===== config.mk =====
export PLATFORM = sky130hd
export DESIGN_NAME = lcd_rect_fill_sequencer_top
export DESIGN_NICKNAME = d
export VERILOG_FILES = /design/src/design/lrf_pkg.sv /design/src/design/lcd_rect_fill_sequencer_top.sv
export SDC_FILE = /design/constraint.sdc
export NUM_CORES = 1
export LEC_CHECK = 0
export ABC_AREA = 1
export BUFFER_PORTS_ARGS = -buffer_cell sky130_fd_sc_hd__buf_2
export CORE_MARGIN = 2
export CORE_UTILIZATION = 62
export CTS_CLUSTER_DIAMETER = 150
export DETAILED_ROUTE_END_ITERATION = 8
export GPL_TIMING_DRIVEN = 0
export PLACE_DENSITY = 0.81
export SKIP_CTS_REPAIR_TIMING = 1
export SLEW_MARGIN = 20
export SYNTH_ARGS = -nofsm -noshare
export SYNTH_HDL_FRONTEND = slang
export SYNTH_SLANG_ARGS = --single-unit

===== constraint.sdc =====
create_clock -name clk -period 3.9 [get_ports clk]
set_input_delay 0.39 -clock clk [delete_from_list [all_inputs] [get_ports clk]]
set_output_delay 0.39 -clock clk [all_outputs]
set_load 0.01 [all_outputs]

===== src/design/lrf_pkg.sv =====
package lrf_pkg;

    // Default largest rectangle side, in pixels
    localparam int MAX_SIDE_DEFAULT = 256;

    // Panel controller commands
    localparam logic [7:0] CMD_COLUMN_ADDR = 8'h2a;
    localparam logic [7:0] CMD_ROW_ADDR    = 8'h2b;
    localparam logic [7:0] CMD_MEM_WRITE   = 8'h2c;

    // Input operations
    localparam logic OP_START = 1'b0;
    localparam logic OP_SLOT  = 1'b1;

    // Configuration register indexes
    localparam int CFG_IDX_W = 1;
    localparam logic [CFG_IDX_W-1:0] CFG_COLUMN_OFFSET = 1'd0;
    localparam logic [CFG_IDX_W-1:0] CFG_ROW_OFFSET    = 1'd1;

    // Configuration reset values
    localparam logic [7:0] COLUMN_OFFSET_RESET = 8'd1;
    localparam logic [7:0] ROW_OFFSET_RESET    = 8'd2;

    // Header sequence steps; PIXEL_PHASE follows the last header byte
    localparam logic [3:0] STEP_COL_CMD     = 4'd0;
    localparam logic [3:0] STEP_COL_FIRST_H = 4'd1;
    localparam logic [3:0] STEP_COL_FIRST_L = 4'd2;
    localparam logic [3:0] STEP_COL_FINAL_H = 4'd3;
    localparam logic [3:0] STEP_COL_FINAL_L = 4'd4;
    localparam logic [3:0] STEP_ROW_CMD     = 4'd5;
    localparam logic [3:0] STEP_ROW_FIRST_H = 4'd6;
    localparam logic [3:0] STEP_ROW_FIRST_L = 4'd7;
    localparam logic [3:0] STEP_ROW_FINAL_H = 4'd8;
    localparam logic [3:0] STEP_ROW_FINAL_L = 4'd9;
    localparam logic [3:0] STEP_MEM_CMD     = 4'd10;
    localparam logic [3:0] PIXEL_PHASE      = 4'd11;

    typedef struct packed {
        logic        operation;
        logic [7:0]  left;
        logic [7:0]  top;
        logic [8:0]  span_x;
        logic [8:0]  span_y;
        logic [15:0] fill_value;
    } in_word_t;

    typedef struct packed {
        logic [7:0] out_byte;
        logic       is_command;
        logic       last;
    } out_word_t;

endpackage


===== src/design/lcd_rect_fill_sequencer_top.sv =====
// Channel | Direction | Handshake            | Word
// in      | input     | in_valid / in_ready  | in_word_t: operation, rectangle, colour
// out     | output    | out_valid / out_ready| out_word_t: byte, command flag, last
// cfg     | input     | cfg_valid / cfg_ready| cfg_index, cfg_data (offsets)
//
// One input word per clock while in_ready is high; a slot word's byte appears in the output
// register in the cycle after acceptance. The span product is formed by one small multiplier
// at start. in_ready is low only while a result waits and out_ready is low.
// cfg_ready is always high. Reset (rst_n low, async) returns to idle with
// offsets 1 and 2.
module lcd_rect_fill_sequencer_top
    import lrf_pkg::*;
#(
    parameter int MAX_SIDE = MAX_SIDE_DEFAULT
) (
    input  logic                 clk,
    input  logic                 rst_n,
    input  logic                 in_valid,
    output logic                 in_ready,
    input  in_word_t             in_data,
    output logic                 out_valid,
    input  logic                 out_ready,
    output out_word_t            out_data,
    input  logic                 cfg_valid,
    output logic                 cfg_ready,
    input  logic [CFG_IDX_W-1:0] cfg_index,
    input  logic [7:0]           cfg_data
);

    localparam int SPAN_W  = $clog2(MAX_SIDE + 1);
    localparam int PIX_W   = $clog2(MAX_SIDE * MAX_SIDE + 1);
    localparam int BOUND_W = $clog2(2 * 255 + MAX_SIDE);

    logic [7:0]         column_offset_reg;
    logic [7:0]         row_offset_reg;
    logic               active_reg, active_next;
    logic [3:0]         step_reg, step_next;
    logic [PIX_W-1:0]   pixels_left_reg, pixels_left_next;
    logic               low_half_reg, low_half_next;
    logic [BOUND_W-1:0] col_first_reg, col_first_next;
    logic [BOUND_W-1:0] col_final_reg, col_final_next;
    logic [BOUND_W-1:0] row_first_reg, row_first_next;
    logic [BOUND_W-1:0] row_final_reg, row_final_next;
    logic [15:0]        colour_reg, colour_next;
    logic               out_valid_reg, out_valid_next;
    out_word_t          out_data_reg;

    logic               in_fire;
    logic               res_valid;
    out_word_t          res;
    logic [SPAN_W-1:0]  span_x_c, span_y_c;
    logic [2*SPAN_W-1:0] area;
    logic [15:0]        col_first_w, col_final_w, row_first_w, row_final_w;

    // Span of zero counts as one, oversize spans saturate
    function automatic logic [SPAN_W-1:0] span_clamp(input logic [8:0] s);
        logic [SPAN_W-1:0] r;
        if (s == 9'd0)
            r = SPAN_W'(1);
        else if (32'(s) > 32'(MAX_SIDE))
            r = SPAN_W'(MAX_SIDE);
        else
            r = SPAN_W'(s);
        return r;
    endfunction

    assign in_ready  = !out_valid_reg || out_ready;
    assign in_fire   = in_valid && in_ready;
    assign cfg_ready = 1'b1;
    assign out_valid = out_valid_reg;
    assign out_data  = out_data_reg;

    assign span_x_c = span_clamp(in_data.span_x);
    assign span_y_c = span_clamp(in_data.span_y);
    assign area     = (2*SPAN_W)'(span_x_c) * (2*SPAN_W)'(span_y_c);

    assign col_first_w = 16'(col_first_reg);
    assign col_final_w = 16'(col_final_reg);
    assign row_first_w = 16'(row_first_reg);
    assign row_final_w = 16'(row_final_reg);

    // Sequencer next state and result byte
    always_comb
    begin
        active_next      = active_reg;
        step_next        = step_reg;
        pixels_left_next = pixels_left_reg;
        low_half_next    = low_half_reg;
        col_first_next   = col_first_reg;
        col_final_next   = col_final_reg;
        row_first_next   = row_first_reg;
        row_final_next   = row_final_reg;
        colour_next      = colour_reg;
        res_valid        = 1'b0;
        res              = '0;
        if (in_fire)
        begin
            if (in_data.operation == OP_START)
            begin
                if (!active_reg)
                begin
                    col_first_next   = BOUND_W'(column_offset_reg) + BOUND_W'(in_data.left);
                    col_final_next   = BOUND_W'(column_offset_reg) + BOUND_W'(in_data.left)
                                       + BOUND_W'(span_x_c) - BOUND_W'(1);
                    row_first_next   = BOUND_W'(row_offset_reg) + BOUND_W'(in_data.top);
                    row_final_next   = BOUND_W'(row_offset_reg) + BOUND_W'(in_data.top)
                                       + BOUND_W'(span_y_c) - BOUND_W'(1);
                    colour_next      = in_data.fill_value;
                    pixels_left_next = PIX_W'(area);
                    low_half_next    = 1'b0;
                    step_next        = STEP_COL_CMD;
                    active_next      = 1'b1;
                end
            end
            else if (active_reg)
            begin
                res_valid = 1'b1;
                if (step_reg != PIXEL_PHASE)
                begin
                    step_next = step_reg + 4'd1;
                    case (step_reg)
                        STEP_COL_CMD:     res = '{CMD_COLUMN_ADDR, 1'b1, 1'b0};
                        STEP_COL_FIRST_H: res = '{col_first_w[15:8], 1'b0, 1'b0};
                        STEP_COL_FIRST_L: res = '{col_first_w[7:0], 1'b0, 1'b0};
                        STEP_COL_FINAL_H: res = '{col_final_w[15:8], 1'b0, 1'b0};
                        STEP_COL_FINAL_L: res = '{col_final_w[7:0], 1'b0, 1'b0};
                        STEP_ROW_CMD:     res = '{CMD_ROW_ADDR, 1'b1, 1'b0};
                        STEP_ROW_FIRST_H: res = '{row_first_w[15:8], 1'b0, 1'b0};
                        STEP_ROW_FIRST_L: res = '{row_first_w[7:0], 1'b0, 1'b0};
                        STEP_ROW_FINAL_H: res = '{row_final_w[15:8], 1'b0, 1'b0};
                        STEP_ROW_FINAL_L: res = '{row_final_w[7:0], 1'b0, 1'b0};
                        default:          res = '{CMD_MEM_WRITE, 1'b1, 1'b0};
                    endcase
                end
                else if (!low_half_reg)
                begin
                    res           = '{colour_reg[15:8], 1'b0, 1'b0};
                    low_half_next = 1'b1;
                end
                else
                begin
                    res           = '{colour_reg[7:0], 1'b0, (pixels_left_reg <= PIX_W'(1))};
                    low_half_next = 1'b0;
                    if (pixels_left_reg != '0)
                        pixels_left_next = pixels_left_reg - PIX_W'(1);
                    if (pixels_left_reg <= PIX_W'(1))
                    begin
                        active_next      = 1'b0;
                        step_next        = STEP_COL_CMD;
                        pixels_left_next = '0;
                    end
                end
            end
        end
    end

    // Output register valid
    always_comb
    begin
        if (in_fire)
            out_valid_next = res_valid;
        else if (out_ready)
            out_valid_next = 1'b0;
        else
            out_valid_next = out_valid_reg;
    end

    // Control and sequence state
    always_ff @(posedge clk or negedge rst_n)
    begin
        if (!rst_n)
        begin
            active_reg      <= 1'b0;
            step_reg        <= STEP_COL_CMD;
            pixels_left_reg <= '0;
            low_half_reg    <= 1'b0;
            col_first_reg   <= '0;
            col_final_reg   <= '0;
            row_first_reg   <= '0;
            row_final_reg   <= '0;
            colour_reg      <= '0;
            out_valid_reg   <= 1'b0;
        end
        else
        begin
            active_reg      <= active_next;
            step_reg        <= step_next;
            pixels_left_reg <= pixels_left_next;
            low_half_reg    <= low_half_next;
            col_first_reg   <= col_first_next;
            col_final_reg   <= col_final_next;
            row_first_reg   <= row_first_next;
            row_final_reg   <= row_final_next;
            colour_reg      <= colour_next;
            out_valid_reg   <= out_valid_next;
        end
    end

    // Output word register
    always_ff @(posedge clk)
    begin
        if (in_fire && res_valid)
            out_data_reg <= res;
    end

    // Configuration registers
    always_ff @(posedge clk or negedge rst_n)
    begin
        if (!rst_n)
        begin
            column_offset_reg <= COLUMN_OFFSET_RESET;
            row_offset_reg    <= ROW_OFFSET_RESET;
        end
        else if (cfg_valid && cfg_ready)
        begin
            case (cfg_index)
                CFG_COLUMN_OFFSET: column_offset_reg <= cfg_data;
                CFG_ROW_OFFSET:    row_offset_reg    <= cfg_data;
                default:           ;
            endcase
        end
    end

endmodule


[Yosys cells after proc, flatten, opt, wreduce, memory -nomap -nowiden]
Index checks and enable logic that the tools add are counted.
Word-level totals
  register bits: 106
  input bits: 65
  output and inout bits: 13
  logic and storage cells: 98
Cells by class
  add/sub/neg operators: 8
  multiply operators: 1
  $lt $le $gt $ge: 3
  eq/ne operators: 17
  mux-type cells: 35
  bitwise logic cells: 3
  reductions and logical operators: 16
Operator list (number)
  17-bit 2-to-1 mux: 7
  10-bit case mux with 10 select lines: 1
  9-bit 2-to-1 mux: 4
  4-bit 2-to-1 mux: 6
  9-bit by 9-bit adder with 10-bit output: 2
  10-bit 2-to-1 mux: 2
  10-bit by 1-bit subtractor with 10-bit output (second input constant): 2
  8-bit by 8-bit adder with 9-bit output: 2
  9-bit greater-than comparator (second input constant): 2
  9-bit zero test: 2
  17-bit by 1-bit <= comparator with 1-bit output (second input constant): 1
  9-bit by 9-bit multiplier with 17-bit output: 1
  17-bit nonzero test: 1
  17-bit by 1-bit subtractor with 17-bit output (second input constant): 1
  4-bit by 3-bit == test with 1-bit output (second input constant): 4
  1-bit 2-to-1 mux: 15
  3-bit by 1-bit != test with 1-bit output (second input constant): 3
  4-bit by 2-bit == test with 1-bit output (second input constant): 2
  4-bit == test (second input constant): 2
  3-bit AND reduction: 2
  6-bit AND reduction: 1
  5-bit AND reduction: 1
  4-bit by 1-bit adder with 4-bit output (second input constant): 1
  4-bit by 1-bit == test with 1-bit output (second input constant): 1
  11 further kinds: 17

[Logic depth before layout (Yosys ltp)]
  depth after elaboration: 7
  depth in mapped cells: 28
  gate-level depth less buffers: 28

[Least setup slack after synthesis]
No wires, ideal clock.
  kind: input-to-reg
  from: in in_data[33] (netlist bit)
  to: reg pixels_left_reg[10]
  setup time: 116 ps
  arrival time: 4418 ps
  data required time: 3784 ps
  slack: -634 ps
  stages: 22
  path buffers: 1
  cells stage by stage: clkbuf_1 -> inv_2 -> nor2_1 -> nor2_1 -> inv_1 -> nor2_1 -> fa_1 -> fa_1 -> fa_1 -> inv_1 -> fa_1 -> inv_1 -> ha_1 -> nand2_1 -> inv_1 -> nand2_1 -> nand2_1 -> or2_2 -> nand3_1 -> nand2_1 -> nand2_1 -> nand2_1
On the way
  word-level cells in the longest chain between the ends: 6
  elaborated cells between the ends (all ways): 7
  classes of those cells: mul: 1; order compare: 1; mux: 4; reduce/logical: 1
RTL lines
  from (decl): line lcd_rect_fill_sequencer_top.sv:20  | input in_word_t in_data,
  9-bit greater-than comparator: line lcd_rect_fill_sequencer_top.sv:60  | else if (32'(s) > 32'(MAX_SIDE))
  9-bit 2-to-1 mux: line lcd_rect_fill_sequencer_top.sv:60
  9-bit 2-to-1 mux *: line lcd_rect_fill_sequencer_top.sv:58  | if (s == 9'd0)
  9-bit by 9-bit multiplier with 17-bit output *: line lcd_rect_fill_sequencer_top.sv:75  | assign area = (2*SPAN_W)'(span_x_c) * (2*SPAN_W)'(span_y_c);
  17-bit 2-to-1 mux *: line lcd_rect_fill_sequencer_top.sv:100  | if (!active_reg)
  17-bit 2-to-1 mux *: line lcd_rect_fill_sequencer_top.sv:98  | if (in_data.operation == OP_START)
  to (signal assigned): line lcd_rect_fill_sequencer_top.sv:188  | pixels_left_reg <= pixels_left_next;
  to (decl): line lcd_rect_fill_sequencer_top.sv:38  | logic [PIX_W-1:0] pixels_left_reg, pixels_left_next;
Mark *: on every way between the ends. The rest lies on a longest branch, timed or not. The select of a mux whose other input is x is not followed.
A chain may end at the register's enable or synchronous reset.

[Worst setup path after layout]
  from: in in_data[20] (netlist bit)
  to: reg pixels_left_reg[14]
Same word-level chain as after synthesis.

==> qor.yml <==
status:
  status: "complete, but fails checks"
  violations: "negative setup slack"
worst_setup_path:
  required_ns: 4.15
  path_cells: "buf_8 -> inv_12 -> nand4_1 -> nor2_4 -> nor2_4 -> nor2_4 -> clkinv_4 -> nor2_4 -> fa_1 -> fa_1 -> fa_1 -> inv_2 -> fa_1 -> inv_1 -> ha_2 -> nand2_1 -> inv_1 -> a21oi_1 -> nand4_1 -> nand3_1 -> nand2_1 -> nand2_1 -> nand2_1"
  reg2reg_from: "column_offset_reg[0]"
  setup.worst_path.start: "in_data[20]"
  setup.worst_path.end_class: "register"
  cp.buffers_inverters: 6
  critical_path_class: "in -> reg"
  path_max_fanout: 7
  crit_family: "adder cells"
  startpoint_type: "input pin"
  slowest_stage: "fa_1"
  slowest_delay_ns: 0.53
  arrival_ns: 4.61
yosys:
  synth_area_leader_cell: "dfrtp_1"
  synth_flop_cell: "dfrtp_1"
  synth.distinct_cells: 38
  ys_top_cells_by_count: "445 x nand2_1, 246 x inv_1, 111 x nor2_1, 95 x ha_1, 92 x dfrtp_1"
  synthArstFlopShare_pct: 90.38
  synth-seq-cells: 104
  post-synth-top-count-cell: "nand2_1"
  synth_nets: 1577
  synth_area_um2: 9689
  yosysWarnings: 0
  synth_edf_count: 10
  ys_seq_area_share_pct: 27.40
  synth.top_cell.area_share_pct: 23.76
  synth_area_leaders: "dfrtp_1 24%, nand2_1 17%, ha_1 12%, fa_1 11%, inv_1 9.5%"
  netlist_instances: 1364
  syn_avg_cell_area_um2: 7.104
floorplanning:
  die_area_um2: 16640
  placementRows: 45
  core_area_um2: 15260
  ioPinCount: 78
  die_h_um: 129.0
  fp.dieW_um: 129.0
  start_util_pct: 63.50
finish:
  num_antenna_cells: 0
  largest_reg_flops: 17
  final_util_pct: 77.12
  drive_above_1_share_pct: 21.46
  final_area_um2: 11770
  fin_cells: 1707
  fin_nets: 1704
  synthToLayoutAreaGrowth_pct: 21.45
global_routing:
  grt_pass1_vias: 8283
  grt_max_degree: 76
  grt_pass1_wl_mm: 38.20
  grt_usage_pct: 28.81
  grt_antenna_before_repair: 0
  grt_overflow_total: 0
detailed_routing:
  drtAntennaViolNets: 0
  vias: 9371
  wirelength_mm: 26.99
  drc_errors: 0
  drtIter0Drc: 750
  vias_per_cell: 5.490
  wl_per_cell_um: 15.81
  dr.pass1.iters: 5
timing:
  slew_violations: 0
  tns_ns: -3.684
  max_freq_mhz: 229.4
  skew_ns: 0.01014
  tightest_slew_ns: 0.8575
  timing.final.ws_setup_ns: -0.4587
  fin_hold_ws_ns: 0.2136
  hold_viol_final: 0
  rsz0062_at_grt: "true"
  period_share_pct: 111.8
  fin_crit_ns: 4.359
  setup_viol_count_final: 11
  max_slew_margin_pct: 42.62
pwr:
  p_leak_nw: 6.329
  irDropWorstVdd_v: 0.0002765
  power-per-cell-area_nw_per_um2: 415.3
  p_total_mw: 4.887
hold_path:
  hold_path.startpoint: "in_data[0]"
  hold_class: "in -> reg"
placed_design:
  place_congestion: 0.9544
  post-place-cells: 1651
  port_buffers: 75
  place_ws_ns: -1.014
  dpl_cell_area_um2: 10610
  dp_hpwl_mm: 18.51
clocking:
  clockBufferDepth: 2
  cts-root-buf: "clkbuf_16"
  worstSkewPairLatency_ns: 0.37
  htree_levels: 3
  numCtsBuffers: 9
  clkTransAtPathRegs_ns: 0.08
  cts_tree: "yes"
  clock_sinks: 104
run:
  drv_cap: 0
==> area by class of cell <==
cell class	instances	area, µm²
repair buffers	116	849.6
multi-input cells	985	6581
inverters	251	999.7
well taps	211	264.0
plain buffers	24	136.4
flip-flops and latches	104	2655
clock inverters	6	52.55
fillers	1078	3491
clock buffers	10	229.0
==> layout by cell type, fill, tap and decap left out, drive strengths merged, types with 3 or more instances in the layout <==
master  count
fa         53
nor2      118
nand2     449
nand3b      5
dfrtp      92
xnor2       9
o22ai       3
o21ai      82
nand4      25
a21oi      45
clkinv      6
clkbuf     23
nand3      60
nor3        6
edfxtp     10
buf       126
or2         3
a21o        4
xor2       19
inv       250
ha         95
==> worst register-to-register path: stages, from the launching register on <==
cell and delay, ns:
dfstp_2 0.55, ha_1 0.20, fa_1 0.43, inv_1 0.14, ha_1 0.25, inv_1 0.06
ha_1 0.18, inv_1 0.08, fa_1 0.42, nand3b_1 0.18, nand2_1 0.13, nand4_1 0.09
nand3_1 0.10, xor2_1 0.24, nand2_1 0.08, nand2_1 0.08
==> layer usage <==
metal  vias up  share of wire (%)  global-route usage (%)
met3        89                6.4                   5.244
met5         -                  0                       0
met1      4388                 41                   39.66
met4         0                3.7                   8.824
li1       4478                  -                       -
met2       416                 48                   46.87
==> path summary, 6_finish.rpt <==
check	endpoint	slack, ns	cells past startpoint
max	pixels_left_reg[14]	-0.46	23
min	colour_reg[0]	0.21	3
max reg2reg	col_final_reg[9]	0.63	15
min reg2reg	colour_reg[13]	0.48	2
max in group asynchronous	step_reg[1]	2.81	3
min in group asynchronous	colour_reg[5]	0.45	2
==> kinds of logic (layout without fill, tap and decap cells) <==
kind of cell    count (synthesis)  count (layout)  synth area share [%]
other cells                     1               1               0.03870
compound gates                141             141                 7.696
flops                         104             104                 27.40
xor+xnor                       28              28                 2.531
fa+ha+maj                     148             148                 23.22
buf+inv                       275             407                 10.99
simple gates                  667             667                 28.13
==> power by group <==
| part | internal (mW) | switching, mW | leakage [nW] | total [mW] |
|---|---|---|---|---|
| Clock | 0.444 | 0.448 | 0.137 | 0.892 |
| Combinational | 0.953 | 1.50 | 4.90 | 2.45 |
| Sequential | 1.35 | 0.198 | 1.29 | 1.55 |
Power figures use the tool's default switching activity.
